$ cat config.mk
export PLATFORM = sky130hd
export DESIGN_NAME = base64url_codec
export DESIGN_NICKNAME = d
export VERILOG_FILES = /design/src/design/b64c_pkg.sv /design/src/design/b64c_front.sv /design/src/design/b64c_queue.sv /design/src/design/b64c_back.sv /design/src/design/base64url_codec.sv
export SDC_FILE = /design/constraint.sdc
export NUM_CORES = 1
export LEC_CHECK = 0
export BUFFER_PORTS_ARGS = -buffer_cell sky130_fd_sc_hd__buf_2
export CAP_MARGIN = 15
export CORE_ASPECT_RATIO = 1.1
export CORE_MARGIN = 10
export CORE_UTILIZATION = 57
export DETAILED_ROUTE_END_ITERATION = 6
export PLACE_DENSITY = 0.87
export RECOVER_POWER = 50
export SYNTH_ARGS = -nofsm -noshare
export SYNTH_HDL_FRONTEND = slang
export SYNTH_SLANG_ARGS = --single-unit
$ cat constraint.sdc
create_clock -name i_clk -period 4.7 [get_ports i_clk]
set_clock_uncertainty 0.1 [all_clocks]
set_input_delay 0.235 -clock i_clk [delete_from_list [all_inputs] [get_ports i_clk]]
set_output_delay 0.235 -clock i_clk [all_outputs]
set_load 0.01 [all_outputs]
$ cat src/design/b64c_pkg.sv
// Shared types, constants and character functions for the base64url codec.
`timescale 1ns / 1ps

package b64c_pkg;

    // Direction register codes.
    localparam logic DIR_ENCODE = 1'b0;
    localparam logic DIR_DECODE = 1'b1;

    // Padding character for a short final encode group.
    localparam logic [7:0] PAD_CHAR = 8'h3D;

    // Most output beats that one input item can cause.
    localparam int JOB_BEATS = 4;
    localparam int BEAT_IDX_W = $clog2(JOB_BEATS);
    localparam int BEAT_NUM_W = $clog2(JOB_BEATS + 1);

    // Default depth of the job queue between front and back.
    localparam int QUEUE_DEPTH_DEF = 2;

    // Input beat payload.
    typedef struct packed {
        logic [7:0] in_byte;
        logic       in_last;
    } t_in;

    // Output beat payload.
    typedef struct packed {
        logic [7:0] out_byte;
        logic       out_valid;
        logic       out_end;
    } t_out;

    // One job: the output beats caused by one input item.
    typedef struct packed {
        logic [JOB_BEATS-1:0][7:0] chars;
        logic [BEAT_NUM_W-1:0]     num;
        logic                      data_ok;
        logic                      end_msg;
    } t_job;

    // Queue status seen by the front end, the back end and the top level.
    typedef struct packed {
        logic full;
        logic empty;
    } t_qstat;

    // Maps a 6-bit value to its URL-safe alphabet character.
    function automatic logic [7:0] sextet_to_char(input logic [5:0] v);
        logic [7:0] c;
        begin
            if (v < 6'd26) begin
                c = 8'h41 + {2'b00, v};
            end else if (v < 6'd52) begin
                c = 8'h61 + {2'b00, v - 6'd26};
            end else if (v < 6'd62) begin
                c = 8'h30 + {2'b00, v - 6'd52};
            end else if (v == 6'd62) begin
                c = 8'h2D;
            end else begin
                c = 8'h5F;
            end
            return c;
        end
    endfunction

    // Maps a character to {known, value}; both alphabets' last two symbols are taken.
    function automatic logic [6:0] char_to_sextet(input logic [7:0] c);
        logic [6:0] r;
        begin
            if (c >= 8'h41 && c <= 8'h5A) begin
                r = {1'b1, 6'(c - 8'h41)};
            end else if (c >= 8'h61 && c <= 8'h7A) begin
                r = {1'b1, 6'(c - 8'h61 + 8'd26)};
            end else if (c >= 8'h30 && c <= 8'h39) begin
                r = {1'b1, 6'(c - 8'h30 + 8'd52)};
            end else if (c == 8'h2D || c == 8'h2B) begin
                r = {1'b1, 6'd62};
            end else if (c == 8'h5F || c == 8'h2F) begin
                r = {1'b1, 6'd63};
            end else begin
                r = 7'd0;
            end
            return r;
        end
    endfunction

endpackage

$ cat src/design/b64c_front.sv
// Front end: accepts input beats, keeps the gathered bits and builds output jobs.
`timescale 1ns / 1ps

module b64c_front (
    input  logic            i_clk,
    input  logic            i_rst_n,
    input  logic            i_cfg_we,
    input  logic            i_cfg_data,
    input  logic            i_in_valid,
    input  b64c_pkg::t_in   i_in_data,
    input  b64c_pkg::t_qstat i_qstat,
    output logic            o_in_stall,
    output logic            o_push,
    output b64c_pkg::t_job  o_job
);

    logic        r_dir;
    logic [15:0] r_bits;
    logic [2:0]  r_cnt;
    logic [15:0] n_bits;
    logic [2:0]  n_cnt;

    logic        w_take;
    logic [23:0] w_grp;
    logic [1:0]  w_have;
    logic [6:0]  w_sx;
    logic [5:0]  w_mask;
    logic [11:0] w_acc;
    logic [3:0]  w_hsum;
    logic [2:0]  w_new_held;

    // A full queue holds off the input side.
    assign o_in_stall = i_qstat.full;
    assign w_take     = i_in_valid && !i_qstat.full;

    // Decode path pieces: sextet lookup and accumulator.
    assign w_sx   = b64c_pkg::char_to_sextet(i_in_data.in_byte);
    assign w_mask = ~(6'h3F << r_cnt);
    assign w_acc  = {r_bits[5:0] & w_mask, w_sx[5:0]};
    assign w_hsum = {1'b0, r_cnt} + 4'd6;

    // Build the job for this beat and the next gathered state.
    always_comb begin
        n_bits     = r_bits;
        n_cnt      = r_cnt;
        o_push     = 1'b0;
        o_job      = '0;
        w_grp      = '0;
        w_have     = 2'd1;
        w_new_held = 3'd0;
        if (r_dir == b64c_pkg::DIR_ENCODE) begin
            if (r_cnt >= 3'd2) begin
                w_grp  = {r_bits, i_in_data.in_byte};
                w_have = 2'd3;
            end else if (r_cnt == 3'd1) begin
                w_grp  = {r_bits[7:0], i_in_data.in_byte, 8'h00};
                w_have = 2'd2;
            end else begin
                w_grp  = {i_in_data.in_byte, 16'h0000};
                w_have = 2'd1;
            end
            if (w_have != 2'd3 && !i_in_data.in_last) begin
                n_bits = {r_bits[7:0], i_in_data.in_byte};
                n_cnt  = {1'b0, w_have};
            end else begin
                o_push           = 1'b1;
                o_job.chars[0]   = b64c_pkg::sextet_to_char(w_grp[23:18]);
                o_job.chars[1]   = b64c_pkg::sextet_to_char(w_grp[17:12]);
                o_job.chars[2]   = (w_have >= 2'd2) ?
                                   b64c_pkg::sextet_to_char(w_grp[11:6]) :
                                   b64c_pkg::PAD_CHAR;
                o_job.chars[3]   = (w_have == 2'd3) ?
                                   b64c_pkg::sextet_to_char(w_grp[5:0]) :
                                   b64c_pkg::PAD_CHAR;
                o_job.num        = b64c_pkg::BEAT_NUM_W'(b64c_pkg::JOB_BEATS);
                o_job.data_ok    = 1'b1;
                o_job.end_msg    = i_in_data.in_last;
                n_bits           = '0;
                n_cnt            = '0;
            end
        end else begin
            // Unknown, pad and line-break characters leave the state alone.
            if (w_sx[6]) begin
                if (w_hsum >= 4'd8) begin
                    w_new_held     = 3'(w_hsum - 4'd8);
                    o_push         = 1'b1;
                    o_job.chars[0] = 8'(w_acc >> (w_hsum - 4'd8));
                    o_job.num      = b64c_pkg::BEAT_NUM_W'(1);
                    o_job.data_ok  = 1'b1;
                    o_job.end_msg  = i_in_data.in_last;
                end else begin
                    w_new_held = 3'(w_hsum);
                end
                n_bits = {10'd0, w_acc[5:0] & ~(6'h3F << w_new_held)};
                n_cnt  = w_new_held;
            end
            if (i_in_data.in_last) begin
                // A last beat with no byte still ends the message.
                if (!o_push) begin
                    o_push        = 1'b1;
                    o_job.num     = b64c_pkg::BEAT_NUM_W'(1);
                    o_job.data_ok = 1'b0;
                    o_job.end_msg = 1'b1;
                end
                n_bits = '0;
                n_cnt  = '0;
            end
        end
        if (!w_take) begin
            o_push = 1'b0;
            n_bits = r_bits;
            n_cnt  = r_cnt;
        end
    end

    // Direction register and gathered state.
    always_ff @(posedge i_clk) begin
        if (!i_rst_n) begin
            r_dir  <= b64c_pkg::DIR_ENCODE;
            r_bits <= '0;
            r_cnt  <= '0;
        end else if (i_cfg_we) begin
            r_dir  <= i_cfg_data;
            r_bits <= '0;
            r_cnt  <= '0;
        end else begin
            r_bits <= n_bits;
            r_cnt  <= n_cnt;
        end
    end

endmodule

$ cat src/design/b64c_queue.sv
// Short job queue between the front end and the output sequencer.
`timescale 1ns / 1ps

module b64c_queue #(
    parameter int DEPTH = b64c_pkg::QUEUE_DEPTH_DEF
) (
    input  logic             i_clk,
    input  logic             i_rst_n,
    input  logic             i_push,
    input  b64c_pkg::t_job   i_job,
    input  logic             i_pop,
    output b64c_pkg::t_job   o_head,
    output b64c_pkg::t_qstat o_stat
);

    localparam int PW = (DEPTH > 1) ? $clog2(DEPTH) : 1;
    localparam int CW = $clog2(DEPTH + 1);

    b64c_pkg::t_job r_slot [DEPTH];
    logic [PW-1:0]  r_wr;
    logic [PW-1:0]  r_rd;
    logic [CW-1:0]  r_count;

    assign o_head       = r_slot[r_rd];
    assign o_stat.full  = (r_count == CW'(DEPTH));
    assign o_stat.empty = (r_count == '0);

    // Job storage.
    always_ff @(posedge i_clk) begin
        if (i_push) begin
            r_slot[r_wr] <= i_job;
        end
    end

    // Pointers and fill count.
    always_ff @(posedge i_clk) begin
        if (!i_rst_n) begin
            r_wr    <= '0;
            r_rd    <= '0;
            r_count <= '0;
        end else begin
            if (i_push) begin
                r_wr <= (r_wr == PW'(DEPTH - 1)) ? '0 : r_wr + 1'b1;
            end
            if (i_pop) begin
                r_rd <= (r_rd == PW'(DEPTH - 1)) ? '0 : r_rd + 1'b1;
            end
            if (i_push && !i_pop) begin
                r_count <= r_count + 1'b1;
            end else if (i_pop && !i_push) begin
                r_count <= r_count - 1'b1;
            end
        end
    end

endmodule

$ cat src/design/b64c_back.sv
// Back end: walks each job's beats into the registered output channel.
`timescale 1ns / 1ps

module b64c_back (
    input  logic             i_clk,
    input  logic             i_rst_n,
    input  b64c_pkg::t_job   i_head,
    input  b64c_pkg::t_qstat i_qstat,
    input  logic             i_out_stall,
    output logic             o_pop,
    output logic             o_out_valid,
    output b64c_pkg::t_out   o_out_data
);

    b64c_pkg::t_job                  r_job;
    logic [b64c_pkg::BEAT_IDX_W-1:0] r_idx;
    logic                            r_busy;
    logic                            r_ovalid;
    b64c_pkg::t_out                  r_out;

    logic w_load;
    logic w_last_beat;

    // Move a beat whenever the output register is empty or being drained.
    assign w_load      = r_busy && (!r_ovalid || !i_out_stall);
    assign w_last_beat = ({1'b0, r_idx} == r_job.num - 1'b1);
    assign o_pop       = !i_qstat.empty && (!r_busy || (w_load && w_last_beat));

    assign o_out_valid = r_ovalid;
    assign o_out_data  = r_out;

    // Current job and beat index.
    always_ff @(posedge i_clk) begin
        if (!i_rst_n) begin
            r_busy <= 1'b0;
            r_idx  <= '0;
        end else if (o_pop) begin
            r_busy <= 1'b1;
            r_idx  <= '0;
        end else if (w_load) begin
            if (w_last_beat) begin
                r_busy <= 1'b0;
            end else begin
                r_idx <= r_idx + 1'b1;
            end
        end
    end

    always_ff @(posedge i_clk) begin
        if (o_pop) begin
            r_job <= i_head;
        end
    end

    // Output register.
    always_ff @(posedge i_clk) begin
        if (!i_rst_n) begin
            r_ovalid <= 1'b0;
        end else if (w_load) begin
            r_ovalid <= 1'b1;
        end else if (!i_out_stall) begin
            r_ovalid <= 1'b0;
        end
    end

    always_ff @(posedge i_clk) begin
        if (w_load) begin
            r_out.out_byte  <= r_job.chars[r_idx];
            r_out.out_valid <= r_job.data_ok;
            r_out.out_end   <= r_job.end_msg && w_last_beat;
        end
    end

endmodule

$ cat src/design/base64url_codec.sv
// Top level of the streaming base64url encoder and decoder.
`timescale 1ns / 1ps

// Streaming base64url codec. Write the direction register (0 encode, 1 decode) while
// the block is idle; a write also drops any half-gathered group. The front end takes
// one input beat per cycle unless the queue is full and turns it into a job of zero
// to four output beats; a short job queue feeds the back end, which sends one output
// beat per cycle unless the receiver stalls, through a registered output stage.
// Decode therefore sustains one input beat per cycle without stalls. In encode every
// third byte, and every last byte, yields four characters, so the single output port
// paces a sustained encode stream.
module base64url_codec #(
    parameter int QUEUE_DEPTH = b64c_pkg::QUEUE_DEPTH_DEF
) (
    input  logic           i_clk,
    input  logic           i_rst_n,
    input  logic           i_cfg_we,
    input  logic           i_cfg_data,
    input  logic           i_in_valid,
    input  b64c_pkg::t_in  i_in_data,
    output logic           o_in_stall,
    output logic           o_out_valid,
    output b64c_pkg::t_out o_out_data,
    input  logic           i_out_stall
);

    logic             w_push;
    logic             w_pop;
    b64c_pkg::t_job   w_job;
    b64c_pkg::t_job   w_head;
    b64c_pkg::t_qstat w_qstat;

    b64c_front u_front (
        .i_clk      (i_clk),
        .i_rst_n    (i_rst_n),
        .i_cfg_we   (i_cfg_we),
        .i_cfg_data (i_cfg_data),
        .i_in_valid (i_in_valid),
        .i_in_data  (i_in_data),
        .i_qstat    (w_qstat),
        .o_in_stall (o_in_stall),
        .o_push     (w_push),
        .o_job      (w_job)
    );

    b64c_queue #(
        .DEPTH (QUEUE_DEPTH)
    ) u_queue (
        .i_clk   (i_clk),
        .i_rst_n (i_rst_n),
        .i_push  (w_push),
        .i_job   (w_job),
        .i_pop   (w_pop),
        .o_head  (w_head),
        .o_stat  (w_qstat)
    );

    b64c_back u_back (
        .i_clk       (i_clk),
        .i_rst_n     (i_rst_n),
        .i_head      (w_head),
        .i_qstat     (w_qstat),
        .i_out_stall (i_out_stall),
        .o_pop       (w_pop),
        .o_out_valid (o_out_valid),
        .o_out_data  (o_out_data)
    );

    // No output beat is pending right after reset.
    a_reset_idle: assert property (@(posedge i_clk)
        !i_rst_n |=> !o_out_valid)
        else $error("output valid right after reset");

    // The queue is never written while full.
    a_no_overflow: assert property (@(posedge i_clk) disable iff (!i_rst_n)
        w_push |-> !w_qstat.full)
        else $error("job queue overflow");

    // The back end never pops an empty queue.
    a_no_underflow: assert property (@(posedge i_clk) disable iff (!i_rst_n)
        w_pop |-> !w_qstat.empty)
        else $error("job queue underflow");

    // A beat without data is always a bare end marker with a zero byte.
    a_bare_end: assert property (@(posedge i_clk) disable iff (!i_rst_n)
        (o_out_valid && !o_out_data.out_valid) |->
            (o_out_data.out_end && o_out_data.out_byte == 8'h00))
        else $error("data-less beat is not an end marker");

endmodule

---- Word-level counts from Yosys, hierarchy flattened ----
Memory sizes are Yosys's and may differ from the RTL's. A register that Yosys moved wholly into a read port is not among the register bits.
Index checks and enable logic that the tools add are counted.
cells by class
  equality and inequality tests ........... 15
  bitwise gates (word level) .............. 6
  $add $sub $neg .......................... 33
  reduce and logical (&&, ||, !) cells .... 32
  magnitude comparators ................... 22
  muxes and demuxes ....................... 67
  shift-type cells ........................ 3
operators by type and width
  operator               count
  $mux W8                15
  $mux W24               4
  $add A7 B6 Y8 const A  8
  $mux W16               4
  $mux W7                9
  $lt A6 B6 Y1 const B   8
  $mux W13               3
  $mux W37               1
  $sub A6 B6 Y6 const B  6
  $add A6 B6 Y7 const A  4
  $eq A6 B6 Y1 const B   4
  $eq A8 B6 Y1 const B   3
  $lt A6 B5 Y1 const B   4
  $sub A6 B5 Y6 const B  4
  $mux W3                6
  $bmux W8 S2            1
  $ge A8 B7 Y1 const B   2
  $le A8 B7 Y1 const B   2
  $mux W1                16
  $and A6 B6 Y6          2
  $mux W2                6
  $not A6 Y6             2
  $shl A6 B3 Y6 const A  2
  $shr A12 B4 Y8         1
  31 further kinds       61
word-level totals
  register bits after elaboration ......... 38
  input bits .............................. 15
  memory bits (writable) .................. 74
  word-level logic and storage cells ...... 191
  output and inout port bits .............. 12
  memories ................................ 1
memory list
  name            words  width  rd ports  clocked after Yosys merged registers in  wr ports  RTL line          source
  u_queue.r_slot  2      37     1         1                                        1         b64c_queue.sv:19  b64c_pkg::t_job r_slot [DEPTH];

---- Logic depth before layout (Yosys ltp) ----
Gate-level depths: netlist of run 1.
  depth after elaboration ................. 16
  depth in mapped cells ................... 20
  mapped depth without buffers ............ 13

---- Hierarchy ----
From an unflattened synthesis of run 1, not the netlist that was laid out.
second synthesis, totals
  cell total of the unflattened synthesis .. 917
  area total of the unflattened synthesis .. 9510.4 um2
by module, submodules not included
  module      area each (um2)  sequential area each (um2)  cells an instance  times used
  b64c_front  4715.8           400.4                       694                1
  b64c_queue  2896.5           2322.2                      137                1
  b64c_back   1898.1           1491.4                      86                 1

---- Worst setup path after synthesis of run 1 ----
No wires, ideal clock.
  path kind ............................... flip-flop to flip-flop
  from .................................... register u_front.r_cnt[1]
  to ...................................... memory u_queue.r_slot[0][0] (netlist bit) (enable)
  path slack .............................. 0.272 ns
  library setup time ...................... 0.435 ns
  path buffers ............................ 5
  arrival time ............................ 3.893 ns
  data required time ...................... 4.165 ns
  stages on the path, launching flop included .. 11
  clock period less this slack ............ 4.428 ns
  path through ............................ dfxtp_1 > clkbuf_1 > inv_1 > ha_1 > buf_2 > buf_2 > buf_2 > buf_2 > a211o_1 > a21oi_1 > nor2b_1
on the way
  word-level cells in the longest chain between the ends .. 11
  elaborated cells on any way between the ends .. 18
  classes of those cells .................. 1 x add/sub; 2 x order compare; 2 x eq/ne; 12 x mux; 1 x reduce/logical
ends and longest elaborated chain
  what                                                   RTL line           source
  start: declaration                                     b64c_front.sv:19   logic [2:0] r_cnt;
  start signal: assignment                               b64c_front.sv:128  r_cnt <= n_cnt;
  branches (longest 7 deep; another with $add A3 B3 Y4)  -
  $mux W1 (*)                                            b64c_front.sv:51   if (r_dir == b64c_pkg::DIR_ENCODE) begin
  $mux W1 (*)                                            b64c_front.sv:109  if (!w_take) begin
  named net u_front.o_push                               b64c_front.sv:13   output logic o_push,
  $mux W1 (*)                                            b64c_queue.sv:30   if (i_push) begin
  $mux W1 (implied by the code) (*)                      b64c_queue.sv:31   r_slot[r_wr] <= i_job;
  end: declaration                                       b64c_queue.sv:19
Mark *: on every way through the listed nets, which the timed path passes. The select of a mux whose other input is x is not followed.

---- Worst setup path in the final report of run 1 ----
  from .................................... input port i_in_data[3] (netlist bit)
  to ...................................... memory u_queue.r_slot[0][21] (netlist bit) (enable)
on the way
  word-level cells in the longest chain between the ends .. 14
  elaborated cells on any way between the ends .. 27
  classes of those cells .................. 6 x order compare; 4 x eq/ne; 12 x mux; 5 x reduce/logical
ends and longest elaborated chain
  what                                                  RTL line               source
  start: declaration                                    base64url_codec.sv:20  input b64c_pkg::t_in i_in_data,
  branches (longest 6 deep; another with $ge A8 B6 Y1)  -
  $mux W7 (*)                                           b64c_pkg.sv:71         if (c >= 8'h41 && c <= 8'h5A) begin
  $mux W1 (*)                                           b64c_front.sv:83       if (w_sx[6]) begin
  $mux W1 (*)                                           b64c_front.sv:51
  $mux W1 (*)                                           b64c_front.sv:97       if (i_in_data.in_last) begin
  $mux W1 (*)                                           b64c_front.sv:51
  $mux W1 (*)                                           b64c_front.sv:109
  named net u_front.o_push                              b64c_front.sv:13
  $mux W1 (*)                                           b64c_queue.sv:30
  $mux W1 (implied by the code) (*)                     b64c_queue.sv:31
Marks and branches as above.

==> flow_summary.yaml, run 1 <==
cells_and_area:
  multi_input_area_mm2: 0.004567
  final_nets: 946
  ff_latch_area_mm2: 0.004104
  drive_above_1_share_pct: 13.00
  diodes: 0
  n_fill_cell: 1241
  areaGrowthSynthToFinish_pct: 7.891
die:
  dieArea_mm2: 0.02149
  start_util_pct: 58.04
  num_io_pins: 27
  rows: 48
  die_x_um: 140.7
  design.core.area_mm2: 0.01574
  die_h_um: 152.8
detailed_routing:
  vias_per_cell: 6.435
  num_vias: 7079
  detail_route.iter0.violations: 717
  routedWlPerCell_um: 19.89
  first_pass_iters: 7
  drc: 0
  wirelength_um: 21880
  drtAntennaViolNets: 0
synthesis:
  synth_cell_types: 84
  syn_nets: 944
  synthCells: 885
  synth_flop_cell: "edfxtp_1"
  yosys_warnings: 0
  yosysTopAreaCellShare_pct: 38.80
  ys_seq_area_share_pct: 44.94
  synth_area_leaders: "edfxtp_1 (39%), dfxtp_1 (6.1%), ha_1 (6.0%)"
  synth_area_mm2: 0.009133
  ys_ff_latch: 146
  synthArstFlopShare_pct: 0
  syn_avg_cell_area_um2: 10.32
  synth-edff-count: 118
  yosys.area.top_type: "edfxtp_1"
clocking:
  cts_setup_buffers: 0
  hold_buffers: 2
  cts_tree: "built"
  ctsResizeCount: 0
  cts_buffers: 17
  clk_pin_slew_ps: 70
  clock_latency_ps: 430
  htreeDepth: 4
  cts.sinks: 146
  cts_root_buffer: "clkbuf_16"
  cts.path.max_buffers: 2
sta:
  hold_viol: 0
  max_slew_margin_pct: -45.31
  hold_ws_ps: 23.77
  fin_crit_ps: 4025
  rsz0062_at_grt: "no"
  max_freq_ghz: 0.2484
  finalCritPeriodShare_pct: 85.65
  setup_viol: 0
  setup-tns-final_ps: 0
  tightest_slew_ps: 2180
  drv_slew: 75
power:
  swShare_pct: 31.74
  seq_power_share_pct: 44.2
  leakagePower_nw: 3.486
  p_sw_mw: 1.339
  power_density_mw_per_mm2: 428.1
  power.internal_mw: 2.879
  ir_drop_v: 0.0002900
  comb_power_share_pct: 25.6
  p_clk_share_pct: 30.2
global_route:
  grt_max_degree: 38
  track_usage_pct: 20.16
  grt_pass1_wl_um: 35360
  antenna_found_initial: 0
  grt_overflow: 0
  grt_pass1_vias: 6706
setup_path:
  cp-start-kind: "primary input"
  crit_slowest_cell: "clkbuf_1"
  crit_fanout: 34
  required_ps: 4660
  max_stage_delay_ps: 560
  timing_worst_setup_path_type: "primary input to register"
  crit_chain: "clkbuf_1 > inv_1 > ha_1 > nor2b_1 > o21ai_0 > a21o_1 > a21oi_1 > a211o_1 > a21oi_1 > nor2b_1 > buf_4"
  crit_path_end_kind: "register"
  critPathArrivalTime_ps: 3990
outcome:
  status: "finished, violations left"
  violations: "capacitance limit, slew limit"
hold_path:
  hold_class: "primary input to register"
placement:
  place_congestion: 0.9994
  numPortBuffers: 26
  hpwl_um: 15520
job:
  cap_violations: 2
-- cell type report --
type	count	area share, %
flip-flops and latches	146	41.65
multi-input cells	639	46.35
clock inverters	14	1.130
inverters	43	1.638
clock buffers	18	4.457
well taps	200	2.540
repair buffers	40	2.235
-- final timing paths --
check | startpoint | cells past startpoint | to | slack (ps)
max reg2reg | u_front.r_cnt[2]$_SDFFE_PP0P_ | 13 | u_queue.r_slot[1][18]$_DFFE_PP_ | 690
min | i_rst_n | 2 | u_back.o_out_valid$_SDFFE_PN0P_ | 20
min reg2reg | u_back.r_job[1]$_DFFE_PP_ | 0 | u_back.o_out_data[1]$_DFFE_PP_ | 330
max | i_in_data[3] | 11 | u_queue.r_slot[0][21]$_DFFE_PP_ | 670
-- sequential cells by signal (all words and copies together), names as in the netlist --
name	flops
u_queue.r_slot	72
u_back.r_job	36
u_front.r_bits	16
u_back.o_out_data	10
u_front.r_cnt	3
u_back.r_idx	2
u_queue.r_count	2
u_back.o_out_valid	1
u_back.r_busy	1
u_front.r_dir	1
u_queue.r_rd	1
u_queue.r_wr	1
-- cell usage after synthesis (all sizes together) (14+ instances only) --
master,count
nand3,43
dfxtp,28
nor2,57
mux2,38
buf,26
ha,44
nand2b,15
edfxtp,118
nor2b,19
xor2,14
o21ai,42
xnor2,31
a211oi,15
nor3,22
a21oi,48
a31oi,29
inv,42
nand2,80
clkbuf,31
-- cell usage in the layout, fill, tap and decap left out, types with 5 or more instances in the layout --
cell / n
and2_1: 5
buf_4: 7
a21oi_1: 47
a31oi_1: 25
dfxtp_1: 28
a221oi_1: 6
o22ai_1: 5
nand3_1: 43
a311oi_1: 5
o21ai_0: 40
nor2b_1: 19
nand2b_1: 15
nor2_1: 55
xnor2_1: 31
a21o_1: 7
mux2_1: 9
mux4_2: 8
clkbuf_1: 18
or3_1: 7
mux2i_1: 9
nor3_1: 22
inv_4: 5
buf_2: 12
nand2_1: 80
mux2_2: 29
ha_1: 43
xor2_1: 14
edfxtp_1: 118
inv_6: 5
o211ai_1: 12
clkbuf_16: 17
a211oi_1: 14
inv_1: 38
-- power by group through the flow --
stage	logic, mW	registers (mW)	clock network (mW)
finish	1.08	1.86	1.27
global route	1.19	1.89	1.34
CTS	1.10	1.86	1.29
detailed placement	1.09	1.89	0
global placement	1.05	1.86	0
floorplan	0.823	1.84	0
-- per-stage QoR --
step	cell area (µm²)	std cells	worst slack, ps	total power [mW]	util, %
after detailed placement	9333	1066	775.3	2.973	59.31
after CTS	9903	1100	746.3	4.245	62.94
after global placement	9333	1066	982.8	2.918	59.31
after global routing	9853	1100	313.6	4.419	62.62
final	9853	1100	674.6	4.218	62.62
after floorplan	9133	885	272.1	2.659	-
-- worst max-delay path, delay by kind of cell --
family / cells / cell delay, ps
adders and majority gates: 1 / 340
AOI/OAI and AO/OA: 5 / 1560
buffers and inverters: 3 / 1370
and+or+nand+nor: 2 / 470
-- per-layer routing --
layer	wire length (µm)	GRT usage, %	vias up
met5	0	0	-
met4	782	7.825	0
met3	1600	4.489	79
met2	10540	32.98	350
met1	8957	25.26	3360
li1	-	-	3290
-- cell families (layout without fill, tap and decap cells) --
group,count (synthesis),count (layout),synth area share [%]
flip-flops,146,146,44.94
AND/OR/NAND/NOR,272,272,14.52
adder cells (fa/ha/maj),45,45,6.152
buffers and inverters,100,115,4.973
XOR/XNOR,45,45,4.316
AO/OA/AOI/OAI,221,221,17.30
multiplexers,56,56,7.796
No activity file was read; power rests on OpenSTA's default activity.
==> run 2, diff against run 1 <==
--- a/config.mk
+++ b/config.mk
@@ -11,7 +11,7 @@
 export CORE_MARGIN = 10
 export CORE_UTILIZATION = 57
 export DETAILED_ROUTE_END_ITERATION = 6
-export PLACE_DENSITY = 0.87
+export PLACE_DENSITY = 0.78
 export RECOVER_POWER = 50
 export SYNTH_ARGS = -nofsm -noshare
 export SYNTH_HDL_FRONTEND = slang
==> run 2 against run 1 <==
Net effect: wire length shrank 3.8%; largest power group unchanged; the run still ends with capacitance limit, slew limit left; critical path depth grew 1; cell area is essentially flat; via count shrank 3.0%; sequential cell count is the same; first-iteration DRC count shrank 19%.
==> flow_summary.yaml, run 2 (synthesized netlist as in run 1, its figures left out) <==
clocking:
  clk_pin_slew_ps: 60
  cts_root_buffer: "clkbuf_16"
  htreeDepth: 4
  clock_latency_ps: 430
  cts.path.max_buffers: 2
  ctsResizeCount: 0
  cts_buffers: 17
  cts_tree: "built"
  cts.sinks: 146
  cts_setup_buffers: 0
cells_and_area:
  areaGrowthSynthToFinish_pct: 7.878
  final_nets: 946
  layout_commonest_cell: "edfxtp_1"
  largest-register: "u_queue.r_slot"
  largest_reg_flops: 72
  postLayoutCellArea_mm2: 0.009852
  largest_registers: "u_queue.r_slot (72), u_back.r_job (36), u_front.r_bits (16)"
  diodes: 0
  mostFrequentLayoutCells: "edfxtp_1 (118), nand2_1 (80), nor2_1 (55), a21oi_1 (47)"
  drive_above_1_share_pct: 13.56
global_route:
  grt_max_degree: 42
  grt_pass1_vias: 6545
  antenna_found_initial: 0
  track_usage_pct: 19.21
  grt_overflow: 0
  grt_pass1_wl_um: 33790
detailed_routing:
  routedWlPerCell_um: 19.13
  vias_per_cell: 6.241
  first_pass_iters: 5
  drc: 0
  num_vias: 6865
  drtAntennaViolNets: 0
  detail_route.iter0.violations: 581
  wirelength_um: 21040
sta:
  setup_viol: 0
  setup-tns-final_ps: 0
  max_slew_margin_pct: -39.79
  tightest_slew_ps: 2097
  drv_slew: 112
  finalCritPeriodShare_pct: 83.17
  max_freq_ghz: 0.2558
  rsz0062_at_grt: "no"
  hold_viol: 0
  fin_crit_ps: 3909
power:
  power_density_mw_per_mm2: 427.6
  swShare_pct: 30.79
  ir_drop_v: 0.0002998
  p_clk_share_pct: 30.3
  seq_power_share_pct: 44.2
  comb_power_share_pct: 25.5
  p_sw_mw: 1.297
  power.internal_mw: 2.916
  finalPower_mw: 4.213
  leakagePower_nw: 3.471
outcome:
  violations: "capacitance limit, slew limit"
  status: "finished, violations left"
setup_path:
  reg2reg_slack_ps: 790
  r2r_start: "u_front.r_cnt[2]$_SDFFE_PP0P_"
  path_delay_family: "compound AO/OA/AOI/OAI gates"
  cp_common_cell: "inv_1"
  endpoint: "u_queue.r_slot[0][9]$_DFFE_PP_"
  crit_start: "u_front.r_cnt[2]$_SDFFE_PP0P_"
  required_ps: 4770
  ff2ff_path_depth: 12
  crit_slowest_cell: "ha_2"
  timing_worst_setup_path_type: "register to register"
  critPathArrivalTime_ps: 3980
  crit_cells: 12
  r2r-end: "u_queue.r_slot[0][9]$_DFFE_PP_"
  crit_path_end_kind: "register"
  cp.buffers_inverters: 3
  crit_fanout: 41
  max_stage_delay_ps: 760
  cp-start-kind: "register"
  crit_chain: "inv_1 > ha_2 > nor2_1 > a31o_2 > inv_1 > ha_1 > inv_1 > o41ai_1 > a211oi_2 > mux2i_1 > a31oi_1 > a211o_1"
die:
  rows: 48
  die_h_um: 152.8
  die_x_um: 140.7
  dieArea_mm2: 0.02149
  num_io_pins: 27
  design.core.area_mm2: 0.01574
  start_util_pct: 58.04
placement:
  place_congestion: 0.9573
  place_area_mm2: 0.009325
  hpwl_um: 15180
  numPortBuffers: 26
job:
  cap_violations: 4
hold_path:
  hold_class: "primary input to register"
-- run 2: cell types whose count changed in the layout (fill, tap and decap cells not counted), moves of 2 or more --
cell / previous run / this run
mux2_1: 9 / 3
mux2_2: 29 / 35
inv_4: 5 / 0
buf_4: 7 / 9
clkinvlp_4: 0 / 2
inv_8: 2 / 0
-- run 2: per-stage QoR --
step	worst slack, ps	utilization [%]	cells	hold slack (ps)
final	791.1	62.61	1100	18.99
after global routing	564.3	62.61	1100	14.92
after detailed placement	889.8	59.26	1066	310.9
after floorplan	272.1	-	885	252.5
after CTS	870.0	62.94	1100	5.795
after global placement	938.7	59.26	1066	317.3
-- run 2: worst reg2reg max path: stages (launching register included) --
cell and delay (ps):
dfxtp_1 410, inv_1 220, ha_2 760, nor2_1 80
a31o_2 310, inv_1 80, ha_1 380, inv_1 180
o41ai_1 500, a211oi_2 90, mux2i_1 170, a31oi_1 120
a211o_1 260
-- run 2: repair_timing --
item | CTS | global route
hold buffers | 2 | 0
setup endpoints to repair | 0 | 0
endpoints found under the hold margin | 1 | 0
-- run 2: how the worst min path moves through the flow --
stage,end,startpoint,slack [ps],cells past startpoint
5_1_grt,u_back.o_out_valid$_SDFFE_PN0P_,i_rst_n,10,2
2_1_floorplan,u_queue.r_wr$_SDFFE_PN0P_,i_rst_n,250,1
3_3_place_gp,u_back.o_out_data[1]$_DFFE_PP_,u_back.r_job[1]$_DFFE_PP_,320,0
4_1_cts,u_back.o_out_valid$_SDFFE_PN0P_,i_rst_n,6,2
3_5_place_dp,u_back.o_out_data[1]$_DFFE_PP_,u_back.r_job[1]$_DFFE_PP_,310,0
6_report,u_back.o_out_valid$_SDFFE_PN0P_,i_rst_n,20,2
-- run 2: per-layer routing --
layer  wire length (µm)  global-route usage, %
met5                  0                      0
met2              10460                  31.98
met3               1090                  3.709
met1               9115                  24.13
met4                368                  6.939
-- run 2: layout make-up --
cell class                 count  area (µm²)
clock buffer                  19       432.9
tap                          200       250.2
clock inverter                13       125.1
inverter                      43       161.4
sequential                   146        4104
fill                        1280        5883
timing repair buffer          40       211.5
multi-input combinational    639        4567
-- run 2: power groups by stage --
stage	clock network (mW)	registers [mW]	logic (mW)
global route	1.35	1.89	1.17
detailed placement	0	1.89	1.09
finish	1.27	1.86	1.07
floorplan	0	1.84	0.823
CTS	1.29	1.86	1.09
global placement	0	1.87	1.06
